**src/tpwp_pkg.sv**
```systemverilog
// Types, constants and codes for the timer-paced waveform player
package tpwp_pkg;

  // Field widths
  localparam int CLK_W    = 28;
  localparam int RATE_W   = 24;
  localparam int CODE_W   = 12;
  localparam int IDX_W    = 8;
  localparam int OP_W     = 3;
  localparam int PRE_W    = 6;
  localparam int RELOAD_W = 16;

  // Stream widths
  localparam int IN_TDATA_W  = 48;
  localparam int OUT_TDATA_W = 40;

  // Defaults and constants
  localparam int BUFFER_DEPTH_DEF = 256;
  localparam int CLOCK_RESET      = 120000000;
  localparam int DEFAULT_RATE     = 256000;
  localparam logic [CODE_W-1:0]   MID_SCALE    = 12'd2048;
  localparam logic [CLK_W-1:0]    PERIOD_MAX   = 28'd65536;
  localparam logic [RELOAD_W-1:0] RESET_RELOAD = RELOAD_W'(CLOCK_RESET / DEFAULT_RATE - 1);

  // Prescaler settings (divide ratio minus one)
  localparam logic [PRE_W-1:0] PRE_X1  = 6'd0;
  localparam logic [PRE_W-1:0] PRE_X8  = 6'd7;
  localparam logic [PRE_W-1:0] PRE_X64 = 6'd63;

  // Divider step counter
  localparam int DIV_CNT_W = $clog2(CLK_W + 1);

  typedef enum logic [OP_W-1:0] {
    OP_TICK  = 3'd0,
    OP_WRITE = 3'd1,
    OP_START = 3'd2,
    OP_STOP  = 3'd3,
    OP_RATE  = 3'd4
  } opcode_t;

  typedef enum logic [2:0] {
    ST_CLEAR,
    ST_IDLE,
    ST_EXEC,
    ST_DIV,
    ST_EMIT
  } state_t;

  typedef struct packed {
    logic              start;
    logic [CLK_W-1:0]  dividend;
    logic [RATE_W-1:0] divisor;
  } div_req_t;

  typedef struct packed {
    logic             done;
    logic [CLK_W-1:0] quotient;
  } div_resp_t;

endpackage

```
**src/timer_paced_waveform_player_core.sv**
```systemverilog
// Timer-paced waveform player: sample store, pacing timer and rate setup
//
// Plays a circular store of BUFFER_DEPTH 12-bit samples, one result beat per input beat.
// After reset the store is filled with mid-scale, during which s_tready is low
// (timer_clock_hz writes are still taken). One item is handled at a time: tick, write,
// stop and unused opcodes go through execute and emit; start and change-rate also wait
// on the 28-step shared restoring divider that computes timer_clock_hz / rate_hz.
// The result beat sits in an output register, so the next beat is taken while it waits.
module timer_paced_waveform_player_core import tpwp_pkg::*; #(
  parameter int BUFFER_DEPTH = BUFFER_DEPTH_DEF
) (
  input  logic                   clk,
  input  logic                   rst,
  // Configuration: timer_clock_hz
  input  logic                   cfg_wr_en,
  input  logic [CLK_W-1:0]       cfg_wr_data,
  // Input stream
  input  logic                   s_tvalid,
  output logic                   s_tready,
  // [7:0] sample_index, [19:8] sample_value, [43:20] rate_hz, [47:44] zero
  input  logic [IN_TDATA_W-1:0]  s_tdata,
  // [2:0] opcode
  input  logic [OP_W-1:0]        s_tuser,
  // Result stream
  output logic                   m_tvalid,
  input  logic                   m_tready,
  // [11:0] dac_code, [12] output_on, [13] active, [14] new_sample,
  // [20:15] prescale_setting, [36:21] reload_value, [39:37] zero
  output logic [OUT_TDATA_W-1:0] m_tdata
);

  localparam int IW        = $clog2(BUFFER_DEPTH);
  localparam int IDX_EXT_W = (IW > IDX_W) ? IW : IDX_W;
  localparam logic [IW-1:0] LAST_IDX = IW'(BUFFER_DEPTH - 1);

  state_t state, state_next;

  // Latched item
  logic [OP_W-1:0]   op_q;
  logic [IDX_W-1:0]  idx_q;
  logic [CODE_W-1:0] val_q;
  logic [RATE_W-1:0] rate_q;

  // Block state
  logic [CLK_W-1:0]    timer_clock;
  logic [IW-1:0]       clr_addr;
  logic [IW-1:0]       play_index, play_index_next;
  logic [PRE_W-1:0]    prescale_reg, prescale_reg_next;
  logic [RELOAD_W-1:0] reload_reg, reload_reg_next;
  logic [PRE_W-1:0]    prescale_count, prescale_count_next;
  logic [RELOAD_W-1:0] period_count, period_count_next;
  logic [CODE_W-1:0]   held_code, held_code_next;
  logic                run_flag, run_flag_next;
  logic                fresh, fresh_next;
  logic                m_load;

  // Store ports
  logic              ram_we;
  logic [IW-1:0]     ram_waddr;
  logic [CODE_W-1:0] ram_wdata;
  logic [CODE_W-1:0] ram_rdata;

  // Divider
  div_req_t  div_req;
  div_resp_t div_resp;

  // Write index range check and address
  logic [IDX_EXT_W-1:0] idx_ext;
  logic                 idx_ok;
  logic [IW-1:0]        idx_addr;

  // Prescaler and reload selection from the quotient
  logic [CLK_W-1:0]    q;
  logic [CLK_W-1:0]    per_sel;
  logic [PRE_W-1:0]    pre_sel;
  logic [RELOAD_W-1:0] reload_sel;

  assign idx_ext  = IDX_EXT_W'(idx_q);
  assign idx_ok   = (IDX_EXT_W + 1)'(idx_q) < (IDX_EXT_W + 1)'(BUFFER_DEPTH);
  assign idx_addr = idx_ext[IW-1:0];

  tpwp_ram #(
    .WIDTH (CODE_W),
    .DEPTH (BUFFER_DEPTH)
  ) u_store (
    .clk   (clk),
    .we    (ram_we),
    .waddr (ram_waddr),
    .wdata (ram_wdata),
    .raddr (play_index),
    .rdata (ram_rdata)
  );

  tpwp_div u_div (
    .clk  (clk),
    .rst  (rst),
    .req  (div_req),
    .resp (div_resp)
  );

  // Divider request: zero rate counts as one
  always_comb begin
    div_req.start    = (state == ST_EXEC) && (op_q == OP_START || op_q == OP_RATE);
    div_req.dividend = timer_clock;
    div_req.divisor  = (rate_q == '0) ? RATE_W'(1) : rate_q;
  end

  // Pick prescaler 1, 8 or 64, then clamp period to 1..65536
  always_comb begin
    q = div_resp.quotient;
    if (q <= PERIOD_MAX) begin
      pre_sel = PRE_X1;
      per_sel = q;
    end else if ((q >> 3) <= PERIOD_MAX) begin
      pre_sel = PRE_X8;
      per_sel = q >> 3;
    end else begin
      pre_sel = PRE_X64;
      per_sel = q >> 6;
    end
    if (per_sel == '0) begin
      reload_sel = '0;
    end else if (per_sel > PERIOD_MAX) begin
      reload_sel = '1;
    end else begin
      reload_sel = RELOAD_W'(per_sel - CLK_W'(1));
    end
  end

  // Sequencer: next state, datapath next values and store write
  always_comb begin
    state_next          = state;
    play_index_next     = play_index;
    prescale_reg_next   = prescale_reg;
    reload_reg_next     = reload_reg;
    prescale_count_next = prescale_count;
    period_count_next   = period_count;
    held_code_next      = held_code;
    run_flag_next       = run_flag;
    fresh_next          = fresh;
    ram_we              = 1'b0;
    ram_waddr           = clr_addr;
    ram_wdata           = MID_SCALE;
    s_tready            = 1'b0;
    m_load              = 1'b0;

    unique case (state)
      ST_CLEAR: begin
        ram_we = 1'b1;
        if (clr_addr == LAST_IDX) begin
          state_next = ST_IDLE;
        end
      end

      ST_IDLE: begin
        s_tready = 1'b1;
        if (s_tvalid) begin
          state_next = ST_EXEC;
        end
      end

      ST_EXEC: begin
        fresh_next = 1'b0;
        state_next = ST_EMIT;
        unique case (op_q)
          OP_TICK: begin
            // Prescaler, then period; overflow loads the next sample
            if (run_flag) begin
              if (prescale_count >= prescale_reg) begin
                prescale_count_next = '0;
                if (period_count >= reload_reg) begin
                  period_count_next = '0;
                  held_code_next    = ram_rdata;
                  play_index_next   = (play_index == LAST_IDX) ? '0
                                                               : play_index + IW'(1);
                  fresh_next        = 1'b1;
                end else begin
                  period_count_next = period_count + RELOAD_W'(1);
                end
              end else begin
                prescale_count_next = prescale_count + PRE_W'(1);
              end
            end
          end
          OP_WRITE: begin
            if (idx_ok) begin
              ram_we    = 1'b1;
              ram_waddr = idx_addr;
              ram_wdata = val_q;
            end
          end
          OP_START: begin
            run_flag_next = 1'b0;
            state_next    = ST_DIV;
          end
          OP_STOP: begin
            run_flag_next = 1'b0;
          end
          OP_RATE: begin
            state_next = ST_DIV;
          end
          default: begin
          end
        endcase
      end

      ST_DIV: begin
        // Forced update: new prescaler and reload, counters cleared
        if (div_resp.done) begin
          prescale_reg_next   = pre_sel;
          reload_reg_next     = reload_sel;
          prescale_count_next = '0;
          period_count_next   = '0;
          if (op_q == OP_START) begin
            play_index_next = '0;
            run_flag_next   = 1'b1;
          end
          state_next = ST_EMIT;
        end
      end

      ST_EMIT: begin
        if (!m_tvalid || m_tready) begin
          m_load     = 1'b1;
          state_next = ST_IDLE;
        end
      end

      default: begin
        state_next = ST_IDLE;
      end
    endcase
  end

  // State register
  always_ff @(posedge clk) begin
    if (rst) begin
      state <= ST_CLEAR;
    end else begin
      state <= state_next;
    end
  end

  // Player registers
  always_ff @(posedge clk) begin
    if (rst) begin
      play_index     <= '0;
      prescale_reg   <= PRE_X1;
      reload_reg     <= RESET_RELOAD;
      prescale_count <= '0;
      period_count   <= '0;
      held_code      <= '0;
      run_flag       <= 1'b0;
      fresh          <= 1'b0;
      clr_addr       <= '0;
    end else begin
      play_index     <= play_index_next;
      prescale_reg   <= prescale_reg_next;
      reload_reg     <= reload_reg_next;
      prescale_count <= prescale_count_next;
      period_count   <= period_count_next;
      held_code      <= held_code_next;
      run_flag       <= run_flag_next;
      fresh          <= fresh_next;
      if (state == ST_CLEAR) begin
        clr_addr <= clr_addr + IW'(1);
      end
    end
  end

  // Timer clock register
  always_ff @(posedge clk) begin
    if (rst) begin
      timer_clock <= CLK_W'(CLOCK_RESET);
    end else if (cfg_wr_en) begin
      timer_clock <= cfg_wr_data;
    end
  end

  // Input beat capture
  always_ff @(posedge clk) begin
    if (s_tvalid && s_tready) begin
      op_q   <= s_tuser;
      idx_q  <= s_tdata[7:0];
      val_q  <= s_tdata[19:8];
      rate_q <= s_tdata[43:20];
    end
  end

  // Output register
  always_ff @(posedge clk) begin
    if (rst) begin
      m_tvalid <= 1'b0;
    end else if (m_load) begin
      m_tvalid <= 1'b1;
    end else if (m_tready) begin
      m_tvalid <= 1'b0;
    end
  end

  always_ff @(posedge clk) begin
    if (m_load) begin
      m_tdata <= {3'b000, reload_reg, prescale_reg, fresh, run_flag, run_flag, held_code};
    end
  end

endmodule

```
**src/tpwp_ram.sv**
```systemverilog
// Generic single-port-write, single-port-read RAM with registered read
module tpwp_ram #(
  parameter int WIDTH = 12,
  parameter int DEPTH = 256
) (
  input  logic                     clk,
  input  logic                     we,
  input  logic [$clog2(DEPTH)-1:0] waddr,
  input  logic [WIDTH-1:0]         wdata,
  input  logic [$clog2(DEPTH)-1:0] raddr,
  output logic [WIDTH-1:0]         rdata
);

  logic [WIDTH-1:0] mem [DEPTH];

  always_ff @(posedge clk) begin
    if (we) begin
      mem[waddr] <= wdata;
    end
    rdata <= mem[raddr];
  end

endmodule

```
**src/tpwp_div.sv**
```systemverilog
// Restoring divider, one quotient bit per cycle
module tpwp_div import tpwp_pkg::*; (
  input  logic      clk,
  input  logic      rst,
  input  div_req_t  req,
  output div_resp_t resp
);

  logic                 busy;
  logic [DIV_CNT_W-1:0] cnt;
  logic [CLK_W-1:0]     dvd;
  logic [RATE_W-1:0]    rem;
  logic [RATE_W-1:0]    dsr;

  logic [RATE_W:0]      rem_sh;
  logic                 ge;
  logic [RATE_W:0]      rem_sub;

  // One restoring step: shift in next dividend bit, subtract if it fits
  always_comb begin
    rem_sh  = {rem, dvd[CLK_W-1]};
    ge      = rem_sh >= {1'b0, dsr};
    rem_sub = rem_sh - {1'b0, dsr};
  end

  // Control: busy for CLK_W steps, then one done cycle
  always_ff @(posedge clk) begin
    if (rst) begin
      busy <= 1'b0;
      cnt  <= '0;
    end else if (req.start) begin
      busy <= 1'b1;
      cnt  <= DIV_CNT_W'(CLK_W);
    end else if (busy) begin
      if (cnt == '0) begin
        busy <= 1'b0;
      end else begin
        cnt <= cnt - DIV_CNT_W'(1);
      end
    end
  end

  // Datapath: dividend register fills with quotient bits
  always_ff @(posedge clk) begin
    if (req.start) begin
      dvd <= req.dividend;
      dsr <= req.divisor;
      rem <= '0;
    end else if (busy && cnt != '0) begin
      dvd <= {dvd[CLK_W-2:0], ge};
      rem <= ge ? rem_sub[RATE_W-1:0] : rem_sh[RATE_W-1:0];
    end
  end

  assign resp.done     = busy && (cnt == '0);
  assign resp.quotient = dvd;

endmodule

```
**config.mk**
```make
export PLATFORM = sky130hd
export DESIGN_NAME = timer_paced_waveform_player_core
export DESIGN_NICKNAME = d
export VERILOG_FILES = /design/src/tpwp_pkg.sv /design/src/timer_paced_waveform_player_core.sv /design/src/tpwp_ram.sv /design/src/tpwp_div.sv
export SDC_FILE = /design/constraint.sdc
export NUM_CORES = 2
export LEC_CHECK = 0
export ABC_AREA = 1
export ABC_CLOCK_PERIOD_IN_PS = 10300
export BUFFER_PORTS_ARGS = -buffer_cell sky130_fd_sc_hd__buf_2
export CORE_MARGIN = 5
export CORE_UTILIZATION = 53
export CTS_CLUSTER_SIZE = 40
export DETAILED_ROUTE_END_ITERATION = 12
export PLACE_DENSITY = 0.74
export SYNTH_ARGS = -nofsm -noshare
export SYNTH_HDL_FRONTEND = slang
export SYNTH_SLANG_ARGS = --single-unit
```
**constraint.sdc**
```tcl
create_clock -name clk -period 10.3 [get_ports clk]
set_input_delay 0 -clock clk [delete_from_list [all_inputs] [get_ports clk]]
set_output_delay 0 -clock clk [all_outputs]
set_load 0.02 [all_outputs]
```
# Yosys cells after proc, flatten, opt, wreduce, memory -nomap -nowiden
# Memory sizes are Yosys's and may differ from the RTL's. A register that Yosys moved wholly into a read port is not among the register bits.
# Index checks and enable logic that the tools add are counted.
dict set report word_totals {
  regBits 272
  mem_bits_rw 3072
  in_bits 84
  output_inout_bits 42
  wordCells 149
  mem_count 1
}
# memory words word_bits rd rd_clocked_by_memory_dff write_ports line_no
set memory_table {}
lappend memory_table {u_store.mem 256 12 1 1 1 tpwp_ram.sv:14} ;# logic [WIDTH-1:0] mem [DEPTH];
dict set report op_classes {
  addsub 7
  n_lt_le_gt_ge 6
  eq_ne 21
  n_mux 61
  bitwise_logic 1
  n_reduce_logical 29
}
# op n
set op_table {}
lappend op_table {{16-bit 2-to-1 mux} 7}
lappend op_table {{28-bit 2-to-1 mux} 3}
lappend op_table {{8-bit 2-to-1 mux} 9}
lappend op_table {{6-bit 2-to-1 mux} 6}
lappend op_table {{16-bit one-hot mux with 2 select lines} 1}
lappend op_table {{28-bit by 17-bit > comparator with 1-bit output (second input constant)} 1}
lappend op_table {{28-bit by 17-bit less-or-equal comparator with 1-bit output (second input constant)} 1}
lappend op_table {{28-bit zero test} 1}
lappend op_table {{25-bit by 24-bit >= comparator with 1-bit output} 1}
lappend op_table {{25-bit by 17-bit less-or-equal comparator with 1-bit output (second input constant)} 1}
lappend op_table {{25-bit 2-to-1 mux} 1}
lappend op_table {{24-bit zero test} 1}
lappend op_table {{12-bit 2-to-1 mux} 2}
lappend op_table {{24-bit 2-to-1 mux} 1}
lappend op_table {{24-bit subtractor} 1}
lappend op_table {{1-bit 2-to-1 mux} 18}
lappend op_table {{16-bit by 1-bit adder with 16-bit output (second input constant)} 1}
lappend op_table {{8-bit by 1-bit adder with 8-bit output (second input constant)} 2}
lappend op_table {{8-bit == test (second input constant)} 2}
lappend op_table {{16-bit >= comparator} 1}
lappend op_table {{2-bit inequality test (second input constant)} 8}
lappend op_table {{8-bit one-hot mux with 2 select lines} 1}
lappend op_table {{16-bit by 1-bit subtractor with 16-bit output (second input constant)} 1}
lappend op_table {{3-bit 2-to-1 mux} 5}
lappend op_table {{24 further kinds} 49}

# Logic depth before layout (Yosys ltp)
dict set report depth {
  word_depth 7
  mapped_depth 23
  ltp_nobuf 21
}

# By module
# Synthesis repeated with hierarchy kept, for this count alone.
dict set report hier_totals {
  cells_unflattened 12113
  area_unflattened_um2 138894.5
}
# module n_inst cells_each area_each_um2 seq_area_each_um2
set by_module_without_submodules {}
lappend by_module_without_submodules {tpwp_ram 1 10311 124881.0 92488.7}
lappend by_module_without_submodules {timer_paced_waveform_player_core 1 1063 8748.4 4414.2}
lappend by_module_without_submodules {tpwp_div 1 739 5265.0 2162.1}

# Least setup slack after synthesis
# No wires, ideal clock.
dict set report synth_timing {
  path_type {register -> register}
  start {reg op_q[2]}
  end {mem u_store.mem[0][0], data pin}
  setup_ns 1.393
  arrival_ns 6.946
  t_required_ns 8.907
  slack_ns 1.961
  stages_incl_launch_ff 7
  path_buffers 1
  synth_period_minus_slack_ns 8.339
  path_cell_list {edfxtp_1 nor2_1 inv_1 nor2_1 clkbuf_1 nand2_1 nor2_1}
}
dict set report synth_via {
  elab_chain_len 3
}
# element line_no
set synth_rtl {}
lappend synth_rtl {{start: declaration} timer_paced_waveform_player_core.sv:39} ;# logic [OP_W-1:0] op_q;
lappend synth_rtl {{start signal: assignment} timer_paced_waveform_player_core.sv:283} ;# op_q <= s_tuser;
lappend synth_rtl {{3-bit by 1-bit == test with 1-bit output} timer_paced_waveform_player_core.sv:165} ;# unique case (op_q)
lappend synth_rtl {{12-bit 2-to-1 mux} timer_paced_waveform_player_core.sv:165}
lappend synth_rtl {{12-bit 2-to-1 mux} timer_paced_waveform_player_core.sv:147} ;# unique case (state)
lappend synth_rtl {{net ram_wdata[0]} timer_paced_waveform_player_core.sv:60} ;# logic [CODE_W-1:0] ram_wdata;
lappend synth_rtl {{end: declaration} tpwp_ram.sv:14}
# The timed path passes the listed nets, and every way through them passes these cells.

# Final worst setup path
dict set report layout_timing {
  start {reg op_q[2]}
  end {mem u_store.mem[107][2] (enable)}
}
dict set report layout_via {
  elab_chain_len 5
  elab_cells_between_ends 7
  cone_classes {eq/ne (1); mux (6)}
}
# element line_no
set layout_rtl {}
lappend layout_rtl {{3-bit by 1-bit == test with 1-bit output *} timer_paced_waveform_player_core.sv:165}
lappend layout_rtl {{1-bit 2-to-1 mux} timer_paced_waveform_player_core.sv:165}
lappend layout_rtl {{1-bit one-hot mux with 2 select lines} timer_paced_waveform_player_core.sv:147}
lappend layout_rtl {{1-bit 2-to-1 mux} tpwp_ram.sv:17} ;# if (we) begin
lappend layout_rtl {{1-bit 2-to-1 mux (implied by the code)} tpwp_ram.sv:18} ;# mem[waddr] <= wdata;
# Every way passes the cells marked *; elsewhere a longest branch is shown, timed or not.

==> impl_metrics.yaml <==
outcome:
  status: "completed"
power:
  power_density_mw_per_mm2: 180
  power_mw: 27.1
  ir_drop_mv: 0.161
  p_leak_nw: 54.7
floorplanning:
  dieArea_mm2: 0.263
  pin_count: 126
  die_h_um: 513
  start_util: 0.533
  row_count: 184
  coreArea_mm2: 0.251
  die_width_um: 513
synth:
  synth.most_common_cell: "edfxtp_1"
  synth-async-reset-ratio: 0
  muxShareOfSynthArea: 0
  synth.distinct_cells: 60
  synth-edff-count: 3203
  ys_top_cells_by_count: "edfxtp_1 (3203), nor2_1 (2098), o21ai_0 (1829)"
  synth_compound_area_frac: 0.133
  synth_top_family_by_area: "compound AO/OA/AOI/OAI gates"
  synth_seq_area_share: 0.739
  ys_seq_elements: 3347
  yosys.area_share.adder: 0.00510
  synth_top_cell_area_share: 0.718
  syn_inst: 10500
  synthXorXnorAreaFrac: 0.00216
  yosys_most_used_dff: "edfxtp_1"
  yosysWarningCount: 0
  synth.area.top_cells: "edfxtp_1 (72%), o21ai_0 (6.8%), nor2_1 (5.9%)"
  syn_area_per_cell_um2: 12.8
  netlist_area_mm2: 0.134
  synth_top_cell_by_area: "edfxtp_1"
  synthSimpleGateAreaFrac: 0.0902
clock_tree:
  clk_latency_ps: 950
  clkTransAtPathRegs_ps: 70
  cts.sinks: 3347
  htree_levels: 5
  numCtsBuffers: 343
  cts_max_path_buffers: 4
  clock-root-buffer: "clkbuf_16"
  cts-resized-gates: 0
  tritoncts: "yes"
  postCtsSetupBuffers: 0
finish:
  drive_gt1_frac: 0.0827
  largest_register_ffs: 3072
  top_regs: "u_store.mem: 3072 flops, m_tdata: 32 flops"
  fin_nets: 10700
  stdcell_count: 14200
  area_growth_syn_to_layout_pct: 12.1
  post-route-util: 0.598
  largest_register: "u_store.mem"
worst_setup_path:
  cp.buffers_inverters: 2
  path_delay_family: "simple AND/OR/NAND/NOR gates"
  cp_cell_sequence: "nor2_1 > inv_1 > nor2_1 > nand2_2 > o21ai_0 > inv_1 > nor2_1 > nand2_1 > nor2_1"
  reg2reg_slack_ps: 4930
  cp_slowest_cell: "nor2_1"
  required_ps: 10850
  worstSetupStartpointType: "flop"
  crit_fanout: 18
  crit_type: "reg2reg"
  critPathMostFrequentCell: "nor2_1"
  endpoint_kind: "flop"
  cpPeakStageDelay_ps: 1170
  critPathArrivalTime_ps: 5910
sta:
  hold_viol: 0
  slew_violations: 0
  slew_headroom: 0.0564
  setup-violations-final: 0
  fin_skew_ps: 55.4
  rsz0062_at_grt: "no"
  finalCritPeriodShare: 0.521
  tightest_slew_ps: 1410
  clock.fmax_mhz: 186
  min_period_ps: 5370
  fin_tns_setup_ps: 0
routing:
  via_per_inst: 6.39
  postRouteAntennaNets: 0
  drt-total-wl_um: 376000
  wire_per_inst_um: 26.4
  drtIter0Drc: 13500
  dr.pass1.iters: 9
  via_count: 90900
  drc: 0
global_route:
  grt_pass1_wl_um: 551000
  antenna_found_initial: 14
  grt_usage: 0.276
  grt_max_degree: 197
  overflow: 0
  grt_pass1_vias: 86800
job:
  drv_cap: 0
place:
  dp.cells: 13400
  io_buffer_count: 118
  place.gp.congestion: 0.899
  dp_hpwl_um: 201000
worst_hold_path:
  hold_class: "in2reg"
==> final cells by class <==
cell class / instances / area (µm²)
diodes: 15 / 37.5
flip-flops and latches: 3347 / 99100
clock inverters: 176 / 1640
multi-input cells: 6173 / 31000
repair buffers: 510 / 4300
clock buffers: 428 / 9150
fillers: 18300 / 101000
well taps: 3348 / 4190
inverters: 217 / 842
==> report_power, final <==
part	switching, mW	leakage [nW]	internal [mW]
logic	0.197	14.1	0.120
registers	0.0265	35.4	14.7
clock network	5.04	5.29	7.01
total	5.26	54.7	21.8
==> routing by layer <==
metal  track usage  share of wire  up-vias
li1              -              -    39300
met1         0.370           0.36    44400
met2         0.427           0.46     6149
met3        0.0701           0.12      998
met4         0.131          0.051       12
met5             0        0.00022        -
==> cell families after synthesis <==
family                   count (synthesis)
other                                    1
AND/OR/NAND/NOR                       3028
AO/OA/AOI/OAI                         3055
flip-flops                            3347
XOR/XNOR                                33
buffers and inverters                  990
adder cells (fa/ha/maj)                 54
==> placed cells by master, fill, tap and decap left out, types with 15 or more instances in the layout <==
cell           count
edfxtp_1        3203
nor2_1          2083
o21ai_0         1829
nand2_1          539
o22ai_1          463
o221ai_1         366
clkbuf_16        352
nand3_1          255
dlygate4sd3_1    212
inv_1            193
a21oi_1          193
buf_4            161
dfxtp_1          139
o211ai_1         134
buf_2            118
clkbuf_1          70
clkinv_1          64
clkinv_2          62
ha_1              53
nand2_2           29
bufinv_16         29
xor2_1            21
buf_12            19
nor2_4            18
nor3_1            18
nor2_2            17
inv_2             16
diode_2           15
o31ai_1           15
==> repair_timing <==
item                                    4_1_cts  5_1_grt
endpoints found under the setup margin        0        0
hold buffers                                212        0
hold endpoints to repair                    181        0
==> through the flow <==
| stage | hold WS, ps | area (µm²) | setup WS [ps] |
|---|---|---|---|
| 2_1_floorplan | 98.9 | 134000 | 1960 |
| 3_3_place_gp | 180 | 137000 | 5390 |
| 3_5_place_dp | 179 | 137000 | 5280 |
| 4_1_cts | 99.5 | 150000 | 5210 |
| 5_1_grt | 195 | 150000 | 4850 |
| 6_report | 213 | 150000 | 4930 |
==> tightest hold or removal path, cell delays in order <==
cell	delay, ps
dlygate4sd3_1	530
buf_2	130
buf_4	290
a21oi_2	160
==> final timing paths <==
kind                                          from                             to  cells past startpoint
worst max-delay path             op_q[2]$_DFFE_PP_  u_store.mem[107][2]$_DFFE_PP_                      9
worst min-delay path                           rst     reload_reg[9]$_SDFFE_PP0P_                      4
worst max register to register   op_q[2]$_DFFE_PP_  u_store.mem[107][2]$_DFFE_PP_                      9
worst min register to register  fresh$_SDFFE_PP0P_          m_tdata[14]$_DFFE_PP_                      0
Note: power is estimated with default switching activity, not from simulation.
